===== config.mk =====
export PLATFORM = sky130hd
export DESIGN_NAME = http_response_header_parser
export DESIGN_NICKNAME = d
export VERILOG_FILES = /design/src/rtl/hrp_pkg.sv /design/src/rtl/hrp_in_stage.sv /design/src/rtl/hrp_core.sv /design/src/rtl/hrp_out_stage.sv /design/src/rtl/http_response_header_parser.sv
export SDC_FILE = /design/constraint.sdc
export NUM_CORES = 1
export LEC_CHECK = 0
export BUFFER_PORTS_ARGS = -buffer_cell sky130_fd_sc_hd__buf_2
export CAP_MARGIN = 30
export CORE_UTILIZATION = 50
export CTS_CLUSTER_DIAMETER = 100
export DETAILED_ROUTE_END_ITERATION = 8
export GPL_TIMING_DRIVEN = 0
export PLACE_DENSITY = 0.75
export SKIP_LAST_GASP = 1
export SYNTH_ARGS = -nofsm -noshare
export SYNTH_HDL_FRONTEND = slang
export SYNTH_SLANG_ARGS = --single-unit

===== constraint.sdc =====
create_clock -name clk_i -period 22.7 [get_ports clk_i]
set_input_delay 1.135 -clock clk_i [delete_from_list [all_inputs] [get_ports clk_i]]
set_output_delay 1.135 -clock clk_i [all_outputs]
set_load 0.005 [all_outputs]

===== src/rtl/hrp_pkg.sv =====
`timescale 1ns / 1ps
package hrp_pkg;

  localparam int unsigned OutDataW = 168;

  localparam logic [7:0] CH_CR    = 8'h0D;
  localparam logic [7:0] CH_LF    = 8'h0A;
  localparam logic [7:0] CH_SPACE = 8'h20;
  localparam logic [7:0] CH_H     = 8'h48;
  localparam logic [7:0] CH_C     = 8'h43;
  localparam logic [7:0] CH_L     = 8'h4C;
  localparam logic [7:0] CH_R     = 8'h52;

  localparam logic [15:0] STATUS_OK_FULL    = 16'd200;
  localparam logic [15:0] STATUS_OK_PARTIAL = 16'd206;

  localparam logic [0:3][7:0]  PFX_HTTP   = "HTTP";
  localparam logic [0:14][7:0] PFX_LENGTH = "Content-Length:";
  localparam logic [0:13][7:0] PFX_RANGE  = "Content-Range:";

  typedef enum logic [1:0] {
    SEC_HEADER = 2'd0,
    SEC_CHUNK  = 2'd1,
    SEC_BODY   = 2'd2
  } section_e;

  typedef enum logic [2:0] {
    KIND_UNDECIDED = 3'd0,
    KIND_OTHER     = 3'd1,
    KIND_BLANK     = 3'd2,
    KIND_HTTP      = 3'd3,
    KIND_CONTENT   = 3'd4,
    KIND_LENGTH    = 3'd5,
    KIND_RANGE     = 3'd6
  } line_kind_e;

  typedef enum logic [1:0] {
    VERD_DELIVER    = 2'd0,
    VERD_NO_SIZE    = 2'd1,
    VERD_INCOMPLETE = 2'd2,
    VERD_UNFINISHED = 2'd3
  } verdict_e;

  typedef struct packed {
    logic [7:0] rx_byte;
    logic       end_of_buffer;
  } in_item_t;

  typedef struct packed {
    verdict_e    verdict;
    logic [15:0] status_code;
    logic        status_ok;
    logic [15:0] payload_size;
    logic [15:0] body_offset;
    logic [15:0] body_length;
    logic [31:0] range_first;
    logic [31:0] range_last;
    logic [31:0] total_size;
  } result_t;

  function automatic logic is_digit(logic [7:0] b);
    return (b >= 8'h30) && (b <= 8'h39);
  endfunction

  // {valid, nibble}
  function automatic logic [4:0] hex_nibble(logic [7:0] b);
    logic [4:0] r;
    r = 5'd0;
    if (b >= 8'h30 && b <= 8'h39) begin
      r = {1'b1, b[3:0]};
    end else if ((b >= 8'h41 && b <= 8'h46) || (b >= 8'h61 && b <= 8'h66)) begin
      r = {1'b1, b[3:0] + 4'd9};
    end
    return r;
  endfunction

  function automatic logic [3:0] prefix_len(line_kind_e k);
    logic [3:0] r;
    case (k)
      KIND_HTTP:    r = 4'd4;
      KIND_CONTENT: r = 4'd15;
      KIND_LENGTH:  r = 4'd15;
      KIND_RANGE:   r = 4'd14;
      default:      r = 4'd0;
    endcase
    return r;
  endfunction

endpackage


===== src/rtl/hrp_in_stage.sv =====
`timescale 1ns / 1ps
module hrp_in_stage import hrp_pkg::*; (
  input  logic       clk_i,
  input  logic       rst_ni,
  input  logic       s_axis_tvalid,
  output logic       s_axis_tready,
  input  logic [7:0] s_axis_tdata,
  input  logic       s_axis_tlast,
  input  logic       take_i,
  output logic       item_valid_o,
  output in_item_t   item_o
);

  logic     valid_q;
  in_item_t item_q;

  assign s_axis_tready = !valid_q || take_i;

  always_ff @(posedge clk_i or negedge rst_ni) begin
    if (!rst_ni) begin
      valid_q <= 1'b0;
    end else if (s_axis_tready) begin
      valid_q <= s_axis_tvalid;
    end
  end

  always_ff @(posedge clk_i) begin
    if (s_axis_tready && s_axis_tvalid) begin
      item_q <= '{rx_byte: s_axis_tdata, end_of_buffer: s_axis_tlast};
    end
  end

  assign item_valid_o = valid_q;
  assign item_o       = item_q;

endmodule


===== src/rtl/hrp_core.sv =====
`timescale 1ns / 1ps
module hrp_core import hrp_pkg::*; (
  input  logic     clk_i,
  input  logic     rst_ni,
  input  logic     item_valid_i,
  input  in_item_t item_i,
  input  logic     out_free_i,
  output logic     take_o,
  output logic     res_valid_o,
  output result_t  res_o
);

  typedef struct packed {
    logic [15:0]      idx;
    logic [3:0]       col;
    line_kind_e       kind;
    logic [2:0]       phase;
    section_e         sec;
    logic [31:0]      acc;
    logic [15:0]      status;
    logic [15:0]      size;
    logic [2:0][31:0] rng;
    logic [15:0]      bstart;
  } parse_state_t;

  localparam parse_state_t StateReset = '{
    idx: '0, col: '0, kind: KIND_UNDECIDED, phase: '0, sec: SEC_HEADER,
    acc: '0, status: '0, size: '0, rng: '0, bstart: '0
  };

  parse_state_t st_q, st_d, nx;

  logic [7:0]  b;
  logic [15:0] next_pos;
  logic        digit;
  logic [35:0] mac;
  logic [31:0] acc_sat;
  logic [31:0] acc_wrap;
  logic [31:0] dval;
  logic [4:0]  hx;
  logic [1:0]  rk;
  logic [16:0] len_full;
  logic [15:0] len;
  verdict_e    verdict;

  assign take_o = item_valid_i && (!item_i.end_of_buffer || out_free_i);

  always_comb begin
    b        = item_i.rx_byte;
    next_pos = (st_q.idx != 16'hFFFF) ? st_q.idx + 16'd1 : 16'hFFFF;
    digit    = is_digit(b);
    dval     = {28'd0, b[3:0]};
    mac      = ({4'd0, st_q.acc} << 3) + ({4'd0, st_q.acc} << 1) + {32'd0, b[3:0]};
    acc_sat  = (mac[35:32] != 4'd0) ? 32'hFFFF_FFFF : mac[31:0];
    acc_wrap = mac[31:0];
    hx       = hex_nibble(b);
    rk       = st_q.phase[2:1];
    nx       = st_q;

    case (st_q.sec)
      SEC_HEADER: begin
        if (st_q.kind == KIND_UNDECIDED) begin
          if (b == CH_CR || b == CH_LF) nx.kind = KIND_BLANK;
          else if (b == CH_H)           nx.kind = KIND_HTTP;
          else if (b == CH_C)           nx.kind = KIND_CONTENT;
          else                          nx.kind = KIND_OTHER;
        end else if (st_q.col < prefix_len(st_q.kind)) begin
          case (st_q.kind)
            KIND_HTTP: begin
              if (b != PFX_HTTP[st_q.col[1:0]]) nx.kind = KIND_OTHER;
            end
            KIND_CONTENT: begin
              if (st_q.col < 4'd8) begin
                if (b != PFX_LENGTH[st_q.col]) nx.kind = KIND_OTHER;
              end else if (b == CH_L) begin
                nx.kind = KIND_LENGTH;
              end else if (b == CH_R) begin
                nx.kind = KIND_RANGE;
              end else begin
                nx.kind = KIND_OTHER;
              end
            end
            KIND_LENGTH: begin
              if (b != PFX_LENGTH[st_q.col]) nx.kind = KIND_OTHER;
            end
            KIND_RANGE: begin
              if (b != PFX_RANGE[st_q.col]) nx.kind = KIND_OTHER;
            end
            default: ;
          endcase
        end else begin
          case (st_q.kind)
            KIND_HTTP: begin
              if (st_q.phase == 3'd0) begin
                if (b == CH_SPACE) nx.phase = 3'd1;
              end else if (st_q.phase == 3'd1) begin
                if (digit) begin
                  nx.acc   = dval;
                  nx.phase = 3'd2;
                end
              end else if (st_q.phase == 3'd2) begin
                if (digit) nx.acc = acc_wrap;
                else       nx.phase = 3'd3;
              end
            end
            KIND_LENGTH: begin
              if (st_q.phase == 3'd0) begin
                if (digit) begin
                  nx.acc   = dval;
                  nx.phase = 3'd1;
                end
              end else if (st_q.phase == 3'd1) begin
                if (digit) nx.acc = acc_wrap;
                else       nx.phase = 3'd2;
              end
            end
            KIND_RANGE: begin
              // three numbers, each an idle even phase then a digit-run odd phase
              if (rk != 2'd3) begin
                if (st_q.phase[0]) begin
                  if (digit) begin
                    nx.acc = acc_sat;
                  end else begin
                    nx.rng[rk] = st_q.acc;
                    nx.acc     = '0;
                    nx.phase   = st_q.phase + 3'd1;
                  end
                end else if (digit) begin
                  nx.acc   = dval;
                  nx.phase = st_q.phase + 3'd1;
                end
              end
            end
            default: ;
          endcase
        end

        if (st_q.col != 4'd15) nx.col = st_q.col + 4'd1;

        if (b == CH_LF) begin
          case (nx.kind)
            KIND_HTTP: begin
              if (nx.acc[15:0] != 16'd0) nx.status = nx.acc[15:0];
            end
            KIND_LENGTH: begin
              if (nx.acc[15:0] != 16'd0) nx.size = nx.acc[15:0];
            end
            KIND_RANGE: begin
              // numbers missing at the line end read as zero
              for (int j = 0; j < 3; j++) begin
                if (2'(j) >= nx.phase[2:1]) nx.rng[j] = '0;
              end
            end
            KIND_BLANK: begin
              nx.sec    = (st_q.size != 16'd0) ? SEC_BODY : SEC_CHUNK;
              nx.bstart = next_pos;
            end
            default: ;
          endcase
          nx.col   = '0;
          nx.kind  = KIND_UNDECIDED;
          nx.phase = '0;
          nx.acc   = '0;
        end
      end

      SEC_CHUNK: begin
        if (st_q.phase == 3'd0) begin
          if (b == CH_CR || b == CH_LF) nx.phase = 3'd1;
          else if (hx[4])               nx.acc = {16'd0, st_q.acc[11:0], hx[3:0]};
        end
        if (b == CH_LF) begin
          if (nx.acc != 32'd0) nx.size = nx.acc[15:0];
          nx.sec    = SEC_BODY;
          nx.bstart = next_pos;
          nx.col    = '0;
          nx.kind   = KIND_UNDECIDED;
          nx.phase  = '0;
          nx.acc    = '0;
        end
      end

      default: ;
    endcase

    nx.idx = next_pos;

    len_full = {1'b0, st_q.idx} + 17'd1 - {1'b0, nx.bstart};
    if (nx.sec != SEC_BODY)  len = 16'd0;
    else if (len_full[16])   len = 16'hFFFF;
    else                     len = len_full[15:0];

    if (st_q.sec == SEC_CHUNK)       verdict = VERD_NO_SIZE;
    else if (nx.sec == SEC_HEADER)   verdict = VERD_UNFINISHED;
    else if (nx.sec == SEC_CHUNK)    verdict = VERD_NO_SIZE;
    else if (nx.size == 16'd0)       verdict = VERD_NO_SIZE;
    else if (nx.size > len)          verdict = VERD_INCOMPLETE;
    else                             verdict = VERD_DELIVER;

    res_o.verdict      = verdict;
    res_o.status_code  = nx.status;
    res_o.status_ok    = (nx.status == STATUS_OK_FULL) || (nx.status == STATUS_OK_PARTIAL);
    res_o.payload_size = nx.size;
    res_o.body_offset  = (nx.sec == SEC_BODY) ? nx.bstart : 16'd0;
    res_o.body_length  = len;
    res_o.range_first  = nx.rng[0];
    res_o.range_last   = nx.rng[1];
    res_o.total_size   = nx.rng[2];

    // every buffer starts from a clean parser
    st_d = item_i.end_of_buffer ? StateReset : nx;
  end

  assign res_valid_o = take_o && item_i.end_of_buffer;

  always_ff @(posedge clk_i or negedge rst_ni) begin
    if (!rst_ni) begin
      st_q <= StateReset;
    end else if (take_o) begin
      st_q <= st_d;
    end
  end

  a_clean_after_buffer: assert property (@(posedge clk_i) disable iff (!rst_ni)
    res_valid_o |=> (st_q.idx == 16'd0 && st_q.sec == SEC_HEADER))
    else $error("parser state not cleared after final byte");

  a_undecided_at_line_start: assert property (@(posedge clk_i) disable iff (!rst_ni)
    (st_q.sec == SEC_HEADER && st_q.kind == KIND_UNDECIDED) |->
      (st_q.col == 4'd0 && st_q.phase == 3'd0))
    else $error("line kind undecided past the first column");

  a_header_no_body: assert property (@(posedge clk_i) disable iff (!rst_ni)
    (st_q.sec == SEC_HEADER) |-> (st_q.bstart == 16'd0))
    else $error("body start set while still in header");

  a_unfinished_no_body: assert property (@(posedge clk_i) disable iff (!rst_ni)
    (res_valid_o && res_o.verdict == VERD_UNFINISHED) |->
      (res_o.body_offset == 16'd0 && res_o.body_length == 16'd0))
    else $error("body located on an unfinished header");

endmodule


===== src/rtl/hrp_out_stage.sv =====
`timescale 1ns / 1ps
module hrp_out_stage import hrp_pkg::*; (
  input  logic                clk_i,
  input  logic                rst_ni,
  input  logic                load_i,
  input  result_t             res_i,
  output logic                out_free_o,
  output logic                m_axis_tvalid,
  input  logic                m_axis_tready,
  output logic [OutDataW-1:0] m_axis_tdata
);

  logic    valid_q;
  result_t res_q;

  assign out_free_o = !valid_q || m_axis_tready;

  always_ff @(posedge clk_i or negedge rst_ni) begin
    if (!rst_ni) begin
      valid_q <= 1'b0;
    end else if (out_free_o) begin
      valid_q <= load_i;
    end
  end

  always_ff @(posedge clk_i) begin
    if (load_i) begin
      res_q <= res_i;
    end
  end

  assign m_axis_tvalid = valid_q;
  assign m_axis_tdata  = {5'd0, res_q.total_size, res_q.range_last, res_q.range_first,
                          res_q.body_length, res_q.body_offset, res_q.payload_size,
                          res_q.status_ok, res_q.status_code, res_q.verdict};

endmodule


===== src/rtl/http_response_header_parser.sv =====
// http response header parser
// slave stream: one received buffer as bytes, tdata[7:0] is the byte and
// tlast marks the final byte of the buffer.
// master stream: one transaction per buffer, issued for the final byte only.
// it carries the verdict, status code, payload size, body offset and length
// and the three content-range numbers.
// throughput: one byte per cycle unless a final byte waits; each byte goes
// through an input register, one pass of the parser logic (the x10
// multiply-add on the number accumulator sets the longest path) and, for the
// final byte, the result register.
// when the receiver stalls, non-final bytes keep flowing; a final byte waits
// in the input register until the result register is free.
// reset clears the parser, both registers' valid flags and the byte count;
// every buffer starts from the reset state.
`timescale 1ns / 1ps
module http_response_header_parser import hrp_pkg::*; (
  input  logic                clk_i,
  input  logic                rst_ni,
  input  logic                s_axis_tvalid,
  output logic                s_axis_tready,
  input  logic [7:0]          s_axis_tdata,  // [7:0] rx_byte
  input  logic                s_axis_tlast,  // end_of_buffer
  output logic                m_axis_tvalid,
  input  logic                m_axis_tready,
  // [1:0] verdict, [17:2] status_code, [18] status_ok, [34:19] payload_size,
  // [50:35] body_offset, [66:51] body_length, [98:67] range_first,
  // [130:99] range_last, [162:131] total_size, [167:163] zero
  output logic [OutDataW-1:0] m_axis_tdata
);

  logic     item_valid;
  in_item_t item;
  logic     take;
  logic     out_free;
  logic     res_valid;
  result_t  res;

  hrp_in_stage u_in_stage (
    .clk_i        (clk_i),
    .rst_ni       (rst_ni),
    .s_axis_tvalid(s_axis_tvalid),
    .s_axis_tready(s_axis_tready),
    .s_axis_tdata (s_axis_tdata),
    .s_axis_tlast (s_axis_tlast),
    .take_i       (take),
    .item_valid_o (item_valid),
    .item_o       (item)
  );

  hrp_core u_core (
    .clk_i       (clk_i),
    .rst_ni      (rst_ni),
    .item_valid_i(item_valid),
    .item_i      (item),
    .out_free_i  (out_free),
    .take_o      (take),
    .res_valid_o (res_valid),
    .res_o       (res)
  );

  hrp_out_stage u_out_stage (
    .clk_i        (clk_i),
    .rst_ni       (rst_ni),
    .load_i       (res_valid),
    .res_i        (res),
    .out_free_o   (out_free),
    .m_axis_tvalid(m_axis_tvalid),
    .m_axis_tready(m_axis_tready),
    .m_axis_tdata (m_axis_tdata)
  );

endmodule


; ---- Yosys cells after proc, flatten, opt, wreduce, memory -nomap -nowiden
; Memory sizes are Yosys's and may differ from the RTL's.
; Index checks and enable logic that the tools add are counted.
[word_totals]
elab_cells = 239
inputBits = 13
memories = 2
romBits = 256
output_inout_bits = 170
regBits = 378
[mem_list]
columns = memory, words, word_bits, read_ports, rd_clocked_by_memory_dff, wr, line_no
row1 = (name not given), 16, 8, 1, 0, 0, hrp_core.sv:87  ; if (b != PFX_RANGE[st_q.col]) nx.kind = KIND_OTHER;
row2 = (name not given), 16, 8, 1, 0, 0, hrp_core.sv:74  ; if (b != PFX_LENGTH[st_q.col]) nx.kind = KIND_OTHER;
[classes]
add_sub_neg = 8
n_reduce_logical = 34
bitwise = 2
order_cmp = 16
mux = 103
eq_ne = 46
[ops]
columns = op, n
row1 = 96-bit 2-to-1 mux, 8
row2 = 32-bit 2-to-1 mux, 22
row3 = 204-bit 2-to-1 mux, 1
row4 = 16-bit 2-to-1 mux, 12
row5 = 188-bit 2-to-1 mux, 1
row6 = 96-bit bitwise mux, 1
row7 = 32-bit one-hot mux with 3 select lines, 1
row8 = 3-bit 2-to-1 mux, 31
row9 = 44-bit one-hot mux with 2 select lines, 1
row10 = 32-bit demux with 2-bit select, 1
row11 = 16-bit one-hot mux with 2 select lines, 2
row12 = 8-bit 2-to-1 mux, 6
row13 = 44-bit 2-to-1 mux, 1
row14 = 35-bit by 33-bit adder with 36-bit output, 1
row15 = 36-bit by 4-bit adder with 36-bit output, 1
row16 = 16-bit by 8-bit == test with 1-bit output (second input constant), 2
row17 = 8-bit by 7-bit == test with 1-bit output (second input constant), 4
row18 = 16-bit nonzero test, 2
row19 = 32-bit nonzero test, 1
row20 = 8-bit != test, 3
row21 = 16-bit by 1-bit adder with 17-bit output (second input constant), 1
row22 = 17-bit by 16-bit subtractor with 17-bit output, 1
row23 = 16-bit by 1-bit adder with 16-bit output (second input constant), 1
row24 = 8-bit binary-select mux with 2-bit select, 1
row25 = other kinds (60), 103

; ---- Depth between registers and ports, before layout
[depth]
ltp_word = 24
depth_mapped = 50
ltp_nobuf = 46

; ---- Modules after synthesis
; From an unflattened synthesis, not the netlist that was laid out.
[unflattened]
hier_cells = 2289
area_unflattened_um2 = 22746.8
[by_module_without_submodules]
columns = module, instances, cells_each, seq_area_each_um2, area_per_inst_um2
row1 = hrp_core, 1, 2104, 5104.9, 17439.2
row2 = hrp_out_stage, 1, 172, 4919.7, 4983.5
row3 = hrp_in_stage, 1, 13, 295.3, 324.1

; ---- Worst setup path before layout
; No wires, ideal clock.
[synth_timing]
path_type = input to register
from = input m_axis_tready
to = register u_out_stage.valid_q (netlist: u_out_stage.m_axis_tvalid)
cell_stages = 7
arrival_time_ns = 9.199
setup_ns = 0.109
slack_ns = 13.392
n_path_buf = 2
t_required_ns = 22.591
cell_sequence = nor2b_1 nand2_1 nand2_1 clkbuf_1 clkbuf_1 nor2_1 or2_2
[synth_between]
elab_chain_cells = 4
[synth_rtl]
columns = item, line_no
row1 = "start, declared", http_response_header_parser.sv:24  ; input logic m_axis_tready,
row2 = 1-bit logical OR, hrp_out_stage.sv:16  ; assign out_free_o = !valid_q || m_axis_tready;
row3 = 1-bit logical OR, hrp_core.sv:46  ; assign take_o = item_valid_i && (!item_i.end_of_buffer || out_free_i);
row4 = 1-bit logical AND, hrp_core.sv:46
row5 = 1-bit logical AND, hrp_core.sv:214  ; assign res_valid_o = take_o && item_i.end_of_buffer;
row6 = net res_valid, http_response_header_parser.sv:35  ; logic res_valid;
row7 = "end signal, assigned", hrp_out_stage.sv:22  ; valid_q <= load_i;
row8 = "end, declared", hrp_out_stage.sv:13  ; logic valid_q;
; The timed path passes the listed nets, and every way through them passes these cells.
; A chain may end at the register's enable or synchronous reset.

; ---- Worst setup path after layout
[layout_timing]
from = register u_core.st_q[184] (netlist bit)
to = register u_out_stage.res_q, in the netlist u_out_stage.m_axis_tdata[1], data pin
[layout_between]
elab_chain_cells = 23
word_cells_on_any_way = 50
classes_between = add/sub: 1 / order compare: 3 / eq/ne: 7 / mux: 32 / bitwise: 2 / reduce/logical: 3 / memory: 2
[layout_rtl]
columns = item, line_no
row1 = "start, declared", hrp_core.sv:31  ; parse_state_t st_q, st_d, nx;
row2 = "start signal, assigned", hrp_core.sv:218  ; st_q <= StateReset;
row3 = "start signal, assigned", hrp_core.sv:220  ; st_q <= st_d;
row4 = 4-bit inverter with 5-bit output (not written as such), "hrp_core.sv:74, hrp_core.sv:84, hrp_core.sv:87"
row5 = memory read 16 x 8 bit, -
row6 = 8-bit 2-to-1 mux (not written as such) (2 in a row), hrp_core.sv:74
row7 = 8-bit != test, hrp_core.sv:74
row8 = 3-bit 2-to-1 mux, hrp_core.sv:84  ; if (b != PFX_LENGTH[st_q.col]) nx.kind = KIND_OTHER;
row9 = 3-bit 2-to-1 mux, hrp_core.sv:73  ; if (st_q.col < 4'd8) begin
row10 = 3-bit one-hot mux with 4 select lines, hrp_core.sv:68  ; case (st_q.kind)
row11 = 3-bit 2-to-1 mux, hrp_core.sv:67  ; end else if (st_q.col < prefix_len(st_q.kind)) begin
row12 = [6 not listed], -
row13 = 17-bit by 16-bit subtractor with 17-bit output, hrp_core.sv:188  ; len_full = {1'b0, st_q.idx} + 17'd1 - {1'b0, nx.bstart};
row14 = 16-bit 2-to-1 mux, hrp_core.sv:190  ; else if (len_full[16]) len = 16'hFFFF;
row15 = 16-bit 2-to-1 mux, hrp_core.sv:189  ; if (nx.sec != SEC_BODY) len = 16'd0;
row16 = 16-bit > comparator, hrp_core.sv:197  ; else if (nx.size > len) verdict = VERD_INCOMPLETE;
row17 = 2-bit 2-to-1 mux, hrp_core.sv:197
row18 = 2-bit 2-to-1 mux, hrp_core.sv:196  ; else if (nx.size == 16'd0) verdict = VERD_NO_SIZE;
row19 = 2-bit 2-to-1 mux, hrp_core.sv:195  ; else if (nx.sec == SEC_CHUNK) verdict = VERD_NO_SIZE;
row20 = 2-bit 2-to-1 mux (*), hrp_core.sv:194  ; else if (nx.sec == SEC_HEADER) verdict = VERD_UNFINISHED;
row21 = "end signal, assigned", hrp_out_stage.sv:28  ; res_q <= res_i;
row22 = "end, declared", hrp_out_stage.sv:14  ; result_t res_q;
; Every way passes the cells marked *; elsewhere a longest branch is shown, timed or not. The select of a mux whose other input is x is not followed.

==> run metrics <==
outcome complete, no violations; Post-CTS Setup Inserts 0; clk sinks 378; pre-CTS setup slack 11.84 ns; core box area 0.0447 mm2; initial antenna violation count 1; unrepaired setup endpoints after global routing no; Area Overhead vs Synth 14.0%; Die X 216 um; Sw Share 0.289; # IOs 183; crit-path most repeated cell a21oi_1; Setup crit end kind register; post-cts sizing count 0; Detail Route Antenna Nets 0; total grt overflow 0; top cells by area, synth edfxtp_1, dfrtp_1, a22o_1; final-report hold violation count 0; CTS tree yes; Synth Cell Area 0.0229 mm2; H-tree levels 2; Synth top area share 0.226; Port Buffers 177; power per standard cell area 66.2 mW/mm2; die area 0.0466 mm2; P_int 1.23 mW; design area 0.0261 mm2; Setup crit start kind register; Post-CTS Hold Buffers 0; Sum Neg Setup Slack 0 ns; Global Route Usage Sum 0.333; #FFs+latches synth 378; Detail Placement HPWL 59300 um; Finished Core Util 0.583; Hold Crit Class reg2reg; Max Freq 0.0900 GHz; fraction of layout cells with a size suffix above 1 0.120; max-cap violations 0; clock skew 0.0262 ns; DRT Pass-1 Iters 5; vias in the first global route 20091; Async SR Flop Fraction 0.545; Starting Density 0.511; Max Buffers Root-to-Sink 3; Worst Path Arrival 11.42 ns; Cell Area, Placed 0.0247 mm2; clk_lat worst skew 0.58 ns; DR DRC count 0; Setup Crit Path Kind reg2reg; Max VDD drop 0.0729 mV; part of the power in registers 0.433; Required @ worst endpoint 23.01 ns; Avg WL per Cell 24.8 um; via/cell ratio 6.58; fin nets 2700; Max Fanout on Critical Path 10; largest net degree at the start of global routing 76; final setup margin 11.59 ns; Top FF cell, synth dfrtp_1; Avg Inst Size Synth 9.86 um2; global-route wire length before repair 120000 um; Mapped Cells 2318; area occupied by multi-input gates 0.0116 mm2; Clock power frac 0.397; Root Buffer clkbuf_16; First DRT Iteration DRCs 2523; vias 20905; Worst-path clk slew 0.06 ns; sequential cell area 0.0103 mm2; Slew Limit Fails 0; Die H 216 um; FP Rows 77; post-synthesis sequential area ratio 0.451; Leak 11.1 nW; Period minus WS final 11.11 ns; Slew HR 0.265; synthesis warning total 0; Tightest Pin Transition 1.10 ns; sw power 0.500 mW; post-synth top area cell edfxtp_1; Final setup violation count 0; Comb power frac 0.169; synth unique cells 99; Post-synth EDFFs 172; gpl congestion 1.00; TritonCTS Buffers 40; fillcell total 3848; DRT Wirelength 78900 um; slowest library cell on the worst path a2111oi_0; slowest cell delay on critical path 0.80 ns; period utilization 0.489
-- power groups by stage --
stage | Sequential, mW | Clock, mW | Combinational [mW]
3_3_place_gp | 0.766 | 0 | 0.275
4_1_cts | 0.748 | 0.690 | 0.286
3_5_place_dp | 0.761 | 0 | 0.284
6_report | 0.748 | 0.685 | 0.292
5_1_grt | 0.749 | 0.718 | 0.315
2_1_floorplan | 0.761 | 0 | 0.183
-- synthesized netlist by cell type, types with 7 or more instances --
cell / count
a22o_1: 219
dfrtp_1: 206
o21ai_0: 189
nand2_1: 175
edfxtp_1: 172
a21oi_1: 159
clkbuf_1: 150
ha_1: 130
nor2_1: 123
inv_1: 77
nand3_1: 52
nor3_1: 46
xnor2_1: 41
o22ai_1: 33
o21a_1: 29
a31oi_1: 27
nand4_1: 26
xor2_1: 24
mux2i_1: 23
nor2b_1: 23
o211ai_1: 23
a21o_1: 21
and3_1: 21
nand2b_1: 21
nor4_1: 21
a211oi_1: 16
or3_1: 15
and2_1: 12
o21bai_1: 12
a22oi_1: 10
buf_4: 10
o21ai_1: 9
nor3b_1: 8
o22a_1: 8
o31ai_1: 8
or2_2: 8
a221o_1: 7
buf_1: 7
o32ai_1: 7
-- worst max-delay path, delay by kind of cell, from the launching register on --
family	cells	cell delay, ns
xor gates and xnor gates	2	0.41
DFF	1	0.48
muxes	1	0.29
adders and majority gates	4	1.43
and+or+nand+nor	8	1.07
buffers and inverters	5	1.71
AOI/OAI and AO/OA	25	5.46
-- logic make-up (layout without fill, tap and decap cells) --
group           after synthesis  after routing  share of synthesized area
mux                          30             30                     0.0135
simple gates                588            588                      0.128
flops                       378            378                      0.451
other cells                   1              6                   0.000164
fa+ha+maj                   133            133                     0.0738
compound gates              871            871                      0.265
xor+xnor                     65             65                     0.0249
buf+inv                     252            516                     0.0436
-- final timing paths --
check,start,end,slack [ns],depth (start not counted)
min in group asynchronous,rst_ni,u_core.st_q[171],0.52,1
hold / removal,u_core.st_q[139],u_core.st_q[139],0.48,2
setup reg to reg,u_core.st_q[184],u_out_stage.m_axis_tdata[1],11.59,45
hold reg to reg,u_core.st_q[139],u_core.st_q[139],0.48,2
max in group asynchronous,rst_ni,u_core.st_q[203],21.00,3
setup / recovery,u_core.st_q[184],u_out_stage.m_axis_tdata[1],11.59,45
-- registers in the layout, summed over array words and instances (netlist names) --
| signal | cells |
|---|---|
| u_out_stage.m_axis_tdata | 163 |
| u_in_stage.item_valid_o | 1 |
| u_core.st_q | 202 |
| u_out_stage.m_axis_tvalid | 1 |
| u_in_stage.item_o | 9 |
| u_core.rk | 2 |
-- final cells by class --
cell class              instances  area share
multi-input cells            1692       0.444
flip-flops and latches        378       0.396
repair buffers                190      0.0411
clock buffers                  51      0.0407
well taps                     592      0.0284
plain buffers                 172      0.0267
clock inverters                23      0.0118
inverters                      80      0.0115
diodes                          1   0.0000960
-- through the flow --
step / std cells / total power, mW / hold slack, ns
after CTS: 3178 / 1.72 / 0.484
after global routing: 3178 / 1.78 / 0.503
final: 3179 / 1.73 / 0.483
after floorplan: 2322 / 0.944 / 0.445
after global placement: 3091 / 1.04 / 0.458
after detailed placement: 3104 / 1.05 / 0.470
-- placed cells by master (no fill, tap or decap), types with 21 or more instances in the layout --
| cell type | instances |
|---|---|
| nor4_1 | 21 |
| a21o_1 | 21 |
| nor2_1 | 122 |
| clkbuf_1 | 159 |
| nand4_1 | 26 |
| xnor2_1 | 41 |
| clkbuf_16 | 40 |
| o21a_1 | 29 |
| and3_1 | 21 |
| nor2b_1 | 23 |
| nand2b_1 | 21 |
| a21oi_1 | 159 |
| a22o_1 | 219 |
| nand2_1 | 175 |
| ha_1 | 130 |
| dfrtp_1 | 206 |
| a31oi_1 | 27 |
| inv_1 | 77 |
| buf_2 | 186 |
| nor3_1 | 46 |
| o22ai_1 | 33 |
| xor2_1 | 24 |
| edfxtp_1 | 172 |
| mux2i_1 | 23 |
| o211ai_1 | 23 |
| o21ai_0 | 189 |
| nand3_1 | 52 |
-- routing by layer --
| metal | GRT usage | share of wire | vias to the layer above | wire, um |
|---|---|---|---|---|
| met5 | 0 | 0.00013 | - | 10 |
| met4 | 0.141 | 0.045 | 2 | 3530 |
| met3 | 0.0620 | 0.086 | 225 | 6790 |
| met2 | 0.524 | 0.45 | 1139 | 35700 |
| met1 | 0.451 | 0.42 | 10237 | 32900 |
| li1 | - | - | 9302 | - |
Note: power is estimated with default switching activity, not from simulation.
